`src/design/hust_pkg.sv`:
```
// hust_pkg: shared constants, request and register codes, stage types
// used by every module of the usage state tracker except hust_ram; no dependencies
`default_nettype none

package hust_pkg;

  // store geometry
  localparam int AXIS_SLOTS    = 64;
  localparam int STANDARD_AXES = 10;
  localparam int SLOT_W        = $clog2(AXIS_SLOTS);
  localparam int MASK_TOP      = 63;
  localparam int VALUE_W       = 32;
  localparam int MASK_W        = 64;
  localparam int CFG_IDX_W     = 2;
  localparam int CFG_DATA_W    = 64;

  // usage pages and id ranges
  localparam logic [15:0] PAGE_BUTTON  = 16'h0009;
  localparam logic [15:0] PAGE_DESKTOP = 16'h0001;
  localparam logic [15:0] BTN_FIRST    = 16'd1;
  localparam logic [15:0] BTN_LAST     = 16'd32;
  localparam logic [15:0] STD_FIRST    = 16'h0030;
  localparam logic [15:0] STD_LAST     = 16'h0039;

  // request types
  localparam logic [1:0] REQ_USAGE = 2'd0;
  localparam logic [1:0] REQ_END   = 2'd1;
  localparam logic [1:0] REQ_CLEAR = 2'd2;

  // configuration register indexes
  localparam logic [CFG_IDX_W-1:0] CFG_EXTRA_PAGE  = 2'd0;
  localparam logic [CFG_IDX_W-1:0] CFG_EXTRA_START = 2'd1;
  localparam logic [CFG_IDX_W-1:0] CFG_EXTRA_COUNT = 2'd2;
  localparam logic [CFG_IDX_W-1:0] CFG_NOTIFY_MASK = 2'd3;

  localparam logic [MASK_W-1:0] NOTIFY_RESET = 64'h0000_0000_0000_03FF;

  // classified usage
  typedef struct packed {
    logic              is_button;
    logic [4:0]        btn_idx;
    logic              is_axis;
    logic [SLOT_W-1:0] slot;
  } decode_t;

  // one transaction held in the working stage
  typedef struct packed {
    logic [1:0]         req;
    decode_t            dec;
    logic [VALUE_W-1:0] value;
    logic               rd_ok;
    logic [SLOT_W-1:0]  rd_addr;
  } stage_t;

  // mask bit of a slot, saturating at the top bit
  function automatic logic [MASK_W-1:0] slot_bit(input logic [SLOT_W-1:0] slot);
    logic [MASK_W-1:0] b;
    if (int'(slot) > MASK_TOP) begin
      b = {1'b1, {(MASK_W-1){1'b0}}};
    end else begin
      b = {{(MASK_W-1){1'b0}}, 1'b1} << slot;
    end
    return b;
  endfunction

endpackage

`default_nettype wire

```
`src/design/hust_ram.sv`:
```
// hust_ram: generic RAM, one write port and two registered read ports
// no package dependency
`default_nettype none

module hust_ram #(
  parameter int WIDTH = 32,
  parameter int DEPTH = 64
) (
  input  wire logic                     clk,
  input  wire logic                     we,
  input  wire logic [$clog2(DEPTH)-1:0] waddr,
  input  wire logic [WIDTH-1:0]         wdata,
  input  wire logic                     re,
  input  wire logic [$clog2(DEPTH)-1:0] raddr_a,
  input  wire logic [$clog2(DEPTH)-1:0] raddr_b,
  output logic      [WIDTH-1:0]         rdata_a,
  output logic      [WIDTH-1:0]         rdata_b
);

  logic [WIDTH-1:0] mem [DEPTH];

  // write port
  always_ff @(posedge clk) begin
    if (we) begin
      mem[waddr] <= wdata;
    end
  end

  // read ports, old data on a same-cycle write
  always_ff @(posedge clk) begin
    if (re) begin
      rdata_a <= mem[raddr_a];
      rdata_b <= mem[raddr_b];
    end
  end

endmodule

`default_nettype wire

```
`src/design/hust_decode.sv`:
```
// hust_decode: classifies a usage code into button bit or axis slot
// depends on hust_pkg
`default_nettype none

module hust_decode (
  input  wire logic [1:0]     req_type,
  input  wire logic [31:0]    usage_code,
  input  wire logic [15:0]    extra_page,
  input  wire logic [15:0]    extra_start,
  input  wire logic [7:0]     extra_count,
  output hust_pkg::decode_t   dec
);
  import hust_pkg::*;

  logic [15:0] page;
  logic [15:0] id;
  logic        hit_btn;
  logic        hit_std;
  logic        hit_ext;
  logic [16:0] ext_end;
  logic [15:0] ext_off;
  logic [8:0]  ext_slot;
  logic [15:0] std_off;
  logic [15:0] btn_off;

  assign page = usage_code[31:16];
  assign id   = usage_code[15:0];

  // range checks for the three usage rules
  always_comb begin
    ext_end  = {1'b0, extra_start} + {9'b0, extra_count};
    ext_off  = id - extra_start;
    ext_slot = {1'b0, ext_off[7:0]} + 9'(STANDARD_AXES);
    std_off  = id - STD_FIRST;
    btn_off  = id - BTN_FIRST;
    hit_btn  = (req_type == REQ_USAGE) && (page == PAGE_BUTTON)
               && (id >= BTN_FIRST) && (id <= BTN_LAST);
    hit_std  = (req_type == REQ_USAGE) && (page == PAGE_DESKTOP)
               && (id >= STD_FIRST) && (id <= STD_LAST);
    hit_ext  = (req_type == REQ_USAGE) && (page == extra_page)
               && (id >= extra_start) && ({1'b0, id} < ext_end);
  end

  // button and standard rules win over the extra page
  always_comb begin
    dec.is_button = hit_btn;
    dec.btn_idx   = btn_off[4:0];
    dec.is_axis   = 1'b0;
    dec.slot      = SLOT_W'(std_off);
    priority if (hit_btn) begin
      dec.is_axis = 1'b0;
    end else if (hit_std) begin
      dec.is_axis = 1'b1;
    end else if (hit_ext) begin
      dec.is_axis = (int'(ext_slot) < AXIS_SLOTS);
      dec.slot    = SLOT_W'(ext_slot);
    end else begin
      dec.is_axis = 1'b0;
    end
  end

endmodule

`default_nettype wire

```
`src/design/hust_state.sv`:
```
// hust_state: tracker state update and result register
// depends on hust_pkg; axis values come from the RAM in the top level
`default_nettype none

module hust_state (
  input  wire logic                        clk,
  input  wire logic                        rst,
  input  wire logic                        b_vld,
  input  wire hust_pkg::stage_t            stg,
  input  wire logic [hust_pkg::MASK_W-1:0] notify_mask,
  input  wire logic [hust_pkg::VALUE_W-1:0] rd_slot_data,
  input  wire logic [hust_pkg::VALUE_W-1:0] rd_idx_data,
  input  wire logic                        out_stall,
  output logic                             b_adv,
  output logic                             wr_en,
  output logic [hust_pkg::SLOT_W-1:0]      wr_addr,
  output logic [hust_pkg::VALUE_W-1:0]     wr_data,
  output logic                             out_valid,
  output logic [31:0]                      button_bits,
  output logic [hust_pkg::MASK_W-1:0]      present_bits,
  output logic [hust_pkg::MASK_W-1:0]      changed_bits,
  output logic                             change_flag,
  output logic                             event_flag,
  output logic signed [31:0]               read_value
);
  import hust_pkg::*;

  logic [31:0]         button_state;
  logic [MASK_W-1:0]   present_mask;
  logic [MASK_W-1:0]   changed_mask;
  logic                pending_change;
  logic                event_latch;
  logic [AXIS_SLOTS-1:0] axis_vld;

  // last write, covers the read issued in the same cycle
  logic                lw_vld;
  logic [SLOT_W-1:0]   lw_addr;
  logic [VALUE_W-1:0]  lw_data;

  logic [31:0]         button_state_next;
  logic [MASK_W-1:0]   present_mask_next;
  logic [MASK_W-1:0]   changed_mask_next;
  logic                pending_change_next;
  logic                event_latch_next;
  logic [MASK_W-1:0]   sbit;
  logic [VALUE_W-1:0]  slot_raw;
  logic [VALUE_W-1:0]  slot_old;
  logic [VALUE_W-1:0]  idx_raw;
  logic [VALUE_W-1:0]  idx_val;
  logic                ax_change;
  logic                btn_on;
  logic                btn_was;

  assign b_adv = b_vld && (!out_valid || !out_stall);

  // current value of the addressed slot
  always_comb begin
    sbit      = slot_bit(stg.dec.slot);
    slot_raw  = (lw_vld && (lw_addr == stg.dec.slot)) ? lw_data : rd_slot_data;
    slot_old  = axis_vld[stg.dec.slot] ? slot_raw : '0;
    ax_change = stg.dec.is_axis && (slot_old != stg.value);
    btn_on    = (stg.value != '0);
    btn_was   = button_state[stg.dec.btn_idx];
  end

  // next state for the transaction in the stage
  always_comb begin
    button_state_next   = button_state;
    present_mask_next   = present_mask;
    changed_mask_next   = changed_mask;
    pending_change_next = pending_change;
    event_latch_next    = event_latch;
    unique case (stg.req)
      REQ_USAGE: begin
        if (stg.dec.is_button && (btn_on != btn_was)) begin
          button_state_next[stg.dec.btn_idx] = btn_on;
          pending_change_next = 1'b1;
        end
        if (stg.dec.is_axis) begin
          present_mask_next = present_mask | sbit;
        end
        if (ax_change) begin
          changed_mask_next = changed_mask | sbit;
          if ((changed_mask_next & notify_mask) != '0) begin
            pending_change_next = 1'b1;
          end
        end
      end
      REQ_END: begin
        if (pending_change) begin
          event_latch_next = 1'b1;
        end
      end
      REQ_CLEAR: begin
        present_mask_next   = '0;
        changed_mask_next   = '0;
        pending_change_next = 1'b0;
        event_latch_next    = 1'b0;
      end
      default: begin
      end
    endcase
  end

  // axis readout after this transaction's own write
  always_comb begin
    idx_raw = (lw_vld && (lw_addr == stg.rd_addr)) ? lw_data : rd_idx_data;
    if (!stg.rd_ok) begin
      idx_val = '0;
    end else if (ax_change && (stg.dec.slot == stg.rd_addr)) begin
      idx_val = stg.value;
    end else if (axis_vld[stg.rd_addr]) begin
      idx_val = idx_raw;
    end else begin
      idx_val = '0;
    end
  end

  assign wr_en   = b_adv && ax_change;
  assign wr_addr = stg.dec.slot;
  assign wr_data = stg.value;

  // control state
  always_ff @(posedge clk) begin
    if (rst) begin
      button_state   <= '0;
      present_mask   <= '0;
      changed_mask   <= '0;
      pending_change <= 1'b0;
      event_latch    <= 1'b0;
      axis_vld       <= '0;
      lw_vld         <= 1'b0;
      out_valid      <= 1'b0;
    end else begin
      if (b_adv) begin
        button_state   <= button_state_next;
        present_mask   <= present_mask_next;
        changed_mask   <= changed_mask_next;
        pending_change <= pending_change_next;
        event_latch    <= event_latch_next;
      end
      if (wr_en) begin
        axis_vld[stg.dec.slot] <= 1'b1;
        lw_vld                 <= 1'b1;
      end
      if (b_adv) begin
        out_valid <= 1'b1;
      end else if (!out_stall) begin
        out_valid <= 1'b0;
      end
    end
  end

  // forwarding payload and result register
  always_ff @(posedge clk) begin
    if (wr_en) begin
      lw_addr <= stg.dec.slot;
      lw_data <= stg.value;
    end
    if (b_adv) begin
      button_bits  <= button_state_next;
      present_bits <= present_mask_next;
      changed_bits <= changed_mask_next;
      change_flag  <= pending_change_next;
      event_flag   <= event_latch_next;
      read_value   <= idx_val;
    end
  end

`ifndef SYNTHESIS
  // a clear transaction leaves both masks and flags empty
  a_clear_empties: assert property (@(posedge clk) disable iff (rst)
    (b_adv && (stg.req == REQ_CLEAR)) |=>
      (changed_mask == '0) && (present_mask == '0) && !pending_change && !event_latch)
    else $error("clear did not empty masks and flags");

  // a changed slot is always a present slot
  a_changed_in_present: assert property (@(posedge clk) disable iff (rst)
    (changed_mask & ~present_mask) == '0)
    else $error("changed mask has a slot that is not present");

  // the event latch only rises from a pending change
  a_event_needs_pending: assert property (@(posedge clk) disable iff (rst)
    $rose(event_latch) |-> $past(pending_change))
    else $error("event latched without a pending change");

  // the result register is loaded only by a transaction leaving the stage
  a_out_from_stage: assert property (@(posedge clk) disable iff (rst)
    ($rose(out_valid)) |-> $past(b_vld))
    else $error("result shown without a transaction in the stage");
`endif

endmodule

`default_nettype wire

```
`src/design/hid_usage_state_tracker_top.sv`:
```
// hid_usage_state_tracker_top: input stage, configuration registers, axis RAM
// depends on hust_pkg, hust_decode, hust_ram, hust_state
//
//   channel  direction  handshake              payload
//   in       input      in_valid / in_stall    req_type usage_code usage_value read_index
//   out      output     out_valid / out_stall  button_bits present_bits changed_bits
//                                              change_flag event_flag read_value
//   cfg      input      cfg_we                 cfg_index cfg_data
//
// one transaction per cycle while the result register is not stalled; an accepted transaction
// goes into the input register (axis RAM read alongside), then a state update into the result register
// reset clears state at once: axis slots carry valid bits, no clearing pass
// in_stall rises only while a transaction waits on a stalled full result register
`default_nettype none

module hid_usage_state_tracker_top (
  input  wire logic                            clk,
  input  wire logic                            rst,
  input  wire logic                            in_valid,
  output logic                                 in_stall,
  input  wire logic [1:0]                      req_type,
  input  wire logic [31:0]                     usage_code,
  input  wire logic signed [31:0]              usage_value,
  input  wire logic [5:0]                      read_index,
  output logic                                 out_valid,
  input  wire logic                            out_stall,
  output logic [31:0]                          button_bits,
  output logic [hust_pkg::MASK_W-1:0]          present_bits,
  output logic [hust_pkg::MASK_W-1:0]          changed_bits,
  output logic                                 change_flag,
  output logic                                 event_flag,
  output logic signed [31:0]                   read_value,
  input  wire logic                            cfg_we,
  input  wire logic [hust_pkg::CFG_IDX_W-1:0]  cfg_index,
  input  wire logic [hust_pkg::CFG_DATA_W-1:0] cfg_data
);
  import hust_pkg::*;

  logic [15:0]        extra_page;
  logic [15:0]        extra_start;
  logic [7:0]         extra_count;
  logic [MASK_W-1:0]  notify_mask;

  decode_t            dec;
  stage_t             stg_next;
  stage_t             stg;
  logic               b_vld;
  logic               b_adv;
  logic               in_acc;
  logic               wr_en;
  logic [SLOT_W-1:0]  wr_addr;
  logic [VALUE_W-1:0] wr_data;
  logic [VALUE_W-1:0] rd_slot_data;
  logic [VALUE_W-1:0] rd_idx_data;

  // configuration registers
  always_ff @(posedge clk) begin
    if (rst) begin
      extra_page  <= '0;
      extra_start <= '0;
      extra_count <= '0;
      notify_mask <= NOTIFY_RESET;
    end else if (cfg_we) begin
      unique case (cfg_index)
        CFG_EXTRA_PAGE:  extra_page  <= cfg_data[15:0];
        CFG_EXTRA_START: extra_start <= cfg_data[15:0];
        CFG_EXTRA_COUNT: extra_count <= cfg_data[7:0];
        CFG_NOTIFY_MASK: notify_mask <= cfg_data;
        default: begin
        end
      endcase
    end
  end

  hust_decode u_decode (
    .req_type    (req_type),
    .usage_code  (usage_code),
    .extra_page  (extra_page),
    .extra_start (extra_start),
    .extra_count (extra_count),
    .dec         (dec)
  );

  // input handshake
  assign in_stall = b_vld && !b_adv;
  assign in_acc   = in_valid && !in_stall;

  always_comb begin
    stg_next.req     = req_type;
    stg_next.dec     = dec;
    stg_next.value   = usage_value;
    stg_next.rd_ok   = (int'(read_index) < AXIS_SLOTS);
    stg_next.rd_addr = SLOT_W'(read_index);
  end

  // working stage register
  always_ff @(posedge clk) begin
    if (rst) begin
      b_vld <= 1'b0;
    end else if (in_acc) begin
      b_vld <= 1'b1;
    end else if (b_adv) begin
      b_vld <= 1'b0;
    end
  end

  always_ff @(posedge clk) begin
    if (in_acc) begin
      stg <= stg_next;
    end
  end

  // axis value store, read as the transaction enters the stage
  hust_ram #(
    .WIDTH (VALUE_W),
    .DEPTH (AXIS_SLOTS)
  ) u_axis_ram (
    .clk     (clk),
    .we      (wr_en),
    .waddr   (wr_addr),
    .wdata   (wr_data),
    .re      (in_acc),
    .raddr_a (dec.slot),
    .raddr_b (stg_next.rd_addr),
    .rdata_a (rd_slot_data),
    .rdata_b (rd_idx_data)
  );

  hust_state u_state (
    .clk          (clk),
    .rst          (rst),
    .b_vld        (b_vld),
    .stg          (stg),
    .notify_mask  (notify_mask),
    .rd_slot_data (rd_slot_data),
    .rd_idx_data  (rd_idx_data),
    .out_stall    (out_stall),
    .b_adv        (b_adv),
    .wr_en        (wr_en),
    .wr_addr      (wr_addr),
    .wr_data      (wr_data),
    .out_valid    (out_valid),
    .button_bits  (button_bits),
    .present_bits (present_bits),
    .changed_bits (changed_bits),
    .change_flag  (change_flag),
    .event_flag   (event_flag),
    .read_value   (read_value)
  );

endmodule

`default_nettype wire

```
`config.mk`:
```
export PLATFORM = sky130hd
export DESIGN_NAME = hid_usage_state_tracker_top
export DESIGN_NICKNAME = d
export VERILOG_FILES = /design/src/design/hust_pkg.sv /design/src/design/hust_ram.sv /design/src/design/hust_decode.sv /design/src/design/hust_state.sv /design/src/design/hid_usage_state_tracker_top.sv
export SDC_FILE = /design/constraint.sdc
export NUM_CORES = 2
export LEC_CHECK = 0
export BUFFER_PORTS_ARGS = -buffer_cell sky130_fd_sc_hd__buf_4
export CORE_UTILIZATION = 30
export DETAILED_ROUTE_END_ITERATION = 6
export GPL_TIMING_DRIVEN = 1
export PLACE_DENSITY_LB_ADDON = 0.05
export SLEW_MARGIN = 20
export SYNTH_ARGS = -nofsm -noshare
export SYNTH_HDL_FRONTEND = slang
export SYNTH_SLANG_ARGS = --single-unit
```
`constraint.sdc`:
```
create_clock -name clk -period 21.9 [get_ports clk]
set_clock_uncertainty 0.05 [all_clocks]
set_input_delay 4.38 -clock clk [delete_from_list [all_inputs] [get_ports clk]]
set_output_delay 4.38 -clock clk [all_outputs]
set_load 0.01 [all_outputs]
```
# Word level (Yosys, flattened, before mapping)
# Memories as Yosys holds them, arrays and structs flattened. A register that Yosys moved wholly into a read port is not among the register bits.
# Cells that the tools add are included.
[totals]
regBits = 618
latchBits = 0
ram_bits = 2048
rom_bits = 0
in_bits = 143
output_inout_bits = 196
wordCells = 139
n_memories = 1
[memory_table]
columns = ["memory", "words", "width", "rd", "rd_ports_with_merged_regs", "wr", "line_no", "text"]
rows = [
  ["u_axis_ram.mem", 64, 32, 2, 2, 1, "hust_ram.sv:20", "logic [WIDTH-1:0] mem [DEPTH];"],
]
[op_classes]
add_sub_neg = 5
n_mul = 0
div_mod_pow = 0
n_lt_le_gt_ge = 12
n_eq_ne = 14
shift = 1
muxes = 39
bitwise_logic = 4
reduce_logical = 35
[ops]
columns = ["op", "count"]
rows = [
  ["one-hot mux 64 bit (2 select lines)", 2],
  ["two-way mux 32 bit", 7],
  ["bitwise OR 64 bit", 3],
  ["two-way mux 64 bit", 2],
  ["bitwise AND 64 bit", 1],
  ["nonzero test 64 bit", 1],
  ["<< shifter 1 x 6 -> 64 bit (first input constant)", 1],
  ["bitwise mux 32 bit", 1],
  ["less-or-equal comparator 16 x 6 -> 1 bit (second input constant)", 2],
  ["!= test 32 bit", 1],
  ["nonzero test 32 bit", 1],
  ["logical AND 1 bit", 20],
  ["== test 6 bit", 3],
  ["two-way mux 6 bit", 3],
  ["adder 16 x 8 -> 17 bit", 1],
  ["less-than comparator 16 x 17 -> 1 bit", 1],
  ["two-way mux 1 bit", 17],
  ["== test 16 x 1 -> 1 bit (second input constant)", 1],
  ["== test 16 bit", 1],
  ["== test 16 x 4 -> 1 bit (second input constant)", 1],
  ["greater-or-equal comparator 16 x 1 -> 1 bit (second input constant)", 1],
  ["greater-or-equal comparator 16 bit", 1],
  ["greater-or-equal comparator 16 x 6 -> 1 bit (second input constant)", 1],
  ["less-than comparator 6 x 7 -> 1 bit (second input constant)", 2],
  ["22 further kinds", 35],
]

# Depth between registers and ports, before layout
[depth]
depth_word = 9
depth_mapped = 31

# Cells and area by module
# Synthesis repeated with hierarchy kept, for this count alone.
[hier_totals]
cells_unflattened = 7538
hier_area_um2 = 127088.1
[by_module_without_submodules]
columns = ["mod", "instances", "cells_per_inst", "area_each_um2"]
rows = [
  ["hust_ram", 1, 4412, 96301.1],
  ["hust_state", 1, 2390, 22745.6],
  ["hid_usage_state_tracker_top", 1, 483, 6033.3],
  ["hust_decode", 1, 253, 2008.2],
]

# Least setup slack after synthesis
# OpenSTA, ideal clock, no wires.
[synth_timing]
path_kind = "input -> register"
start = "input port out_stall"
end = "register u_state.button_bits[0] (enable)"
setup_ps = 634
t_arrival_ps = 10331
required_time_ps = 21216
setup_slack_ps = 10885
stages = 5
path_cell_list = "nand2_1 nand2_1 inv_2 clkbuf_1 clkbuf_1"
[synth_between]
elab_chain_len = 3
[synth_rtl]
columns = ["item", "line_no", "text"]
rows = [
  ["start, declared", "hid_usage_state_tracker_top.sv:26", "input wire logic out_stall,"],
  ["zero test 1 bit", "hust_state.sv:54", "assign b_adv = b_vld && (!out_valid || !out_stall);"],
  ["logical OR 1 bit", "hust_state.sv:54", ""],
  ["logical AND 1 bit", "hust_state.sv:54", ""],
  ["named net b_adv", "hid_usage_state_tracker_top.sv:48", "logic b_adv;"],
  ["end signal, assigned", "hust_state.sv:161", "button_bits <= button_state_next;"],
  ["end, declared", "hust_state.sv:19", "output logic [31:0] button_bits,"],
]
# The timed path passes the listed nets, and every way through them passes these cells.
# A chain may end at the register's enable or synchronous reset.

# Worst setup path in the final report
[layout_timing]
start = "input port usage_code[0]"
end = "register u_axis_ram.rdata_a[23] (read register of u_axis_ram.mem) (data pin)"
[layout_between]
elab_chain_len = 6
word_cells_on_any_way = 18
classes_between = "3 x add/sub; 6 x order compare; 3 x mux; 6 x reduce/logical"
[layout_rtl]
columns = ["item", "line_no", "text"]
rows = [
  ["start, declared", "hid_usage_state_tracker_top.sv:22", "input wire logic [31:0] usage_code,"],
  ["branches (longest 5 deep; another with adder 8 x 4 -> 9 bit)", "n/a", ""],
  ["two-way mux 6 bit *", "hust_decode.sv:50", "priority if (hit_btn) begin"],
  ["end, declared", "hust_ram.sv:16", "output logic [WIDTH-1:0] rdata_a,"],
]
# Every way passes the cells marked *.

==> impl_metrics.env <==
export IMPL_rows=238
export IMPL_syn_inst=9637
export IMPL_slew_headroom=0.1490
export IMPL_final_layout_size_suffix_gt1_frac=0.1989
export IMPL_finalSetupViolCount=0
export IMPL_die_w_um=652.8
export IMPL_r2r_slack_ps=12150
export IMPL_ys_warn_count=0
export IMPL_power_frac_clock=0.444
export IMPL_wl_per_cell_um=36.31
export IMPL_synth_compound_area_share=0.05963
export IMPL_start_util=0.3018
export IMPL_cp_start_kind="primary input"
export IMPL_h_tree_depth=5
export IMPL_die_h_um=652.8
export IMPL_synth_xor_area_frac=0.004244
export IMPL_die_area_um2=426200
export IMPL_ys_ff_latch=2730
export IMPL_boundaryPins=339
export IMPL_hold_path_cell_count=2
export IMPL_drc=0
export IMPL_final_setup_tns_ps=0
export IMPL_endpoint_kind="flop"
export IMPL_routed_wl_mm=575.9
export IMPL_r2r_end="u_axis_ram.rdata_a[23]"
export IMPL_rsz0062_at_grt="false"
export IMPL_stdcell_area_um2=147600
export IMPL_cts_buffer_depth=4
export IMPL_syn2layout_area_growth_pct=16.12
export IMPL_cts_buffers=326
export IMPL_port_buffers=338
export IMPL_maxCapViolations=0
export IMPL_gr_usage_met3=0.04185
export IMPL_track_usage=0.2625
export IMPL_required_ps=22620
export IMPL_pwr_share_comb=0.083
export IMPL_ys_types=78
export IMPL_drt_iter0_markers=11130
export IMPL_grt_max_degree=170
export IMPL_p_sw_uw=3030
export IMPL_post_cts_buffers=0
export IMPL_pwr_share_seq=0.472
export IMPL_fmax_mhz=86.72
export IMPL_synth_nets=9831
export IMPL_vias=90200
export IMPL_gp_congestion=0.8402
export IMPL_synth_top_family_by_area="multiplexers"
export IMPL_grt_pass1_wl_mm=771.6
export IMPL_maxSlewViolCount=0
export IMPL_ant_nets=0
export IMPL_antenna_found_initial=51
export IMPL_layout_commonest_cell="edfxtp_1"
export IMPL_n_fill_cell=40770
export IMPL_cts_sinks=2730
export IMPL_final_nets=10130
export IMPL_min_path_type="reg2reg"
export IMPL_use_met1=0.3606
export IMPL_grt_overflow=0
export IMPL_clock_latency_ps=970
export IMPL_status="completed"
export IMPL_cts_tree="yes"
export IMPL_synth_area_mux_share=0.1630
export IMPL_hold_path_endpoint="u_state.present_mask[38]"
export IMPL_synth_edf_count=2397
export IMPL_core_area_um2=421100
export IMPL_seq_area_frac_synth=0.6189
export IMPL_setup_worst_path_class="in2reg"
export IMPL_yosys_area_share_simple=0.1235
export IMPL_min_delay_start="u_state.present_mask[38]"
export IMPL_layout_common_cells="edfxtp_1 (2397), nand2_1 (2122), nand3_1 (798)"
export IMPL_peakVddDrop_mv=0.05386
export IMPL_fin_crit_ps=11530
export IMPL_avgSynthCellArea_um2=13.19
export IMPL_path_clk_slew_ps=60
export IMPL_viasPerCell=5.687
export IMPL_first_pass_iters=6
export IMPL_grtUsageMet2=0.4177
export IMPL_cp_max_fo=93
export IMPL_final_period_utilization=0.5265
export IMPL_p_leak_uw=0.04928
export IMPL_tightestPinTransition_ps=1263
export IMPL_synthArstFlopShare=0
export IMPL_powerDensity_nw_per_um2=82.49
export IMPL_grt_pass1_vias=87030
export IMPL_p_int_uw=9142
export IMPL_holdBufCountCts=0
export IMPL_cts_root_buf="clkbuf_16"
export IMPL_placed_cell_area_um2=137200
export IMPL_cts_resized=0
export IMPL_rr_worst_depth=30
export IMPL_finalPower_uw=12170
export IMPL_rr_startpoint="extra_start[0]"
export IMPL_hold_viol=0
export IMPL_top_usage_layer="met2"
export IMPL_crit_arrival_ps=12250
export IMPL_synthAdderAreaFrac=0.005140
export IMPL_synthesis_area_um2=127100
export IMPL_hpwl_mm=352.5
export IMPL_ys_flop_type="edfxtp_1"
export IMPL_p_sw_frac=0.2490
[power by group through the flow]
stage | combinational (µW) | clock [µW] | sequential (µW)
detailed placement | 1020 | 0 | 5860
global placement | 1010 | 0 | 5860
global route | 1070 | 5680 | 5750
finish | 1010 | 5410 | 5750
CTS | 1020 | 5510 | 5750
floorplan | 543 | 0 | 5880
[kinds of logic (layout without fill, tap and decap cells)]
kind of cell / count (synthesis) / after routing
xor gates and xnor gates: 60 / 60
AOI/OAI and AO/OA: 1239 / 1239
adders and majority gates: 51 / 51
DFF: 2730 / 2730
and+or+nand+nor: 3597 / 3597
other: 0 / 31
muxes: 1180 / 1180
buffers and inverters: 780 / 1333
[cells in the mapped netlist (all sizes together), types with 9 or more instances]
library cell  number  area, µm²
and2              20      125.1
mux2              83      934.6
xnor2             32      280.3
nand4             63      394.1
edfxtp          2397      71980
xor2              27      236.5
nand2           2131       8001
or4               49      367.9
dfxtp            333       6666
nand3b            22      165.2
ha                49      613.1
o21ai            256       1281
mux4             703      15830
o21a              17      127.6
a22oi             12      90.09
a221oi            26      234.0
inv               76      285.3
nor3b              9      67.56
nor2             249      937.2
mux2i            394       3944
o221ai           108      945.9
nor3              31      165.2
o31ai             67      503.0
o22ai             15      93.84
nor4              43      269.0
and3              31      193.9
a32oi             31      271.5
a211oi            15      112.6
nand2b            81      506.7
clkbuf           442       1659
nor2b              9      56.30
or3               29      181.4
a31oi             33      206.5
o211ai            18      135.1
buf              261       1309
nand3            799       3999
a21boi             9      67.56
a211o             17      148.9
a21oi            550       2753
o211a             14      140.1
[registers in the layout, indices dropped and copies added, names as in the netlist, 6 cells and up]
register              flops
notify_mask              64
u_state.read_value       32
u_state.axis_vld         64
u_axis_ram.mem         2048
extra_count               8
u_state.lw_data          32
u_state.button_bits      32
u_axis_ram.rdata_b       32
stg                      53
u_state.present_bits     64
extra_start              16
u_state.changed_bits     64
u_state.lw_addr           6
u_axis_ram.rdata_a       32
u_state.button_state     32
extra_page               16
u_state.present_mask     64
u_state.changed_mask     64
[routing by layer]
layer | up-vias | routed length [µm]
li1 | 37450 | -
met1 | 47580 | 245300
met2 | 4314 | 265300
met3 | 855 | 41850
met4 | 8 | 23010
met5 | - | 396
[metrics by stage]
step           hold slack (ps)  setup WS (ps)  utilization  cells
6_report                 404.9          10370       0.3504  15860
5_1_grt                  419.0          10030       0.3503  15840
4_1_cts                  404.8          10550       0.3502  15830
3_5_place_dp             396.1           9530       0.3258  15250
3_3_place_gp             392.2           9589       0.3256  15250
2_1_floorplan            370.6          10890            -   9637
[worst max-delay path, stage by stage]
cell       delay, ps
buf_4            220
inv_1            270
ha_1             630
nand4_1          160
a31oi_1          190
o211ai_1          90
and2_0           200
a2111oi_4        200
buf_4            380
mux2i_4          160
inv_8            440
buf_4            570
buf_4            840
buf_4            880
buf_4            850
mux2i_1          190
o221ai_1         270
a21oi_1           80
or4_1            570
a221oi_1         220
[worst max-delay path by stage]
| stage | start | end | slack, ps |
|---|---|---|---|
| after floorplan | out_stall | u_state.button_bits[0] | 10890 |
| after global placement | usage_code[0] | u_axis_ram.rdata_a[23] | 9590 |
| after detailed placement | usage_code[0] | u_axis_ram.rdata_a[23] | 9530 |
| after CTS | usage_code[0] | u_axis_ram.rdata_a[23] | 10550 |
| after global routing | usage_code[0] | u_axis_ram.rdata_a[23] | 10030 |
| final | usage_code[0] | u_axis_ram.rdata_a[23] | 10370 |
[final cells by class]
class                           instances  area (µm²)  area share
Antenna cell                           31       77.57   0.0005257
Clock buffer                          410        8797     0.05962
Clock inverter                        168        1466    0.009938
Inverter                               77       311.5    0.002111
Multi-Input combinational cell       6127       45920      0.3112
Sequential cell                      2730       78650      0.5330
Tap cell                             5640        7057     0.04782
Timing Repair Buffer                  678        5289     0.03584
Note: power is estimated with default switching activity, not from simulation.
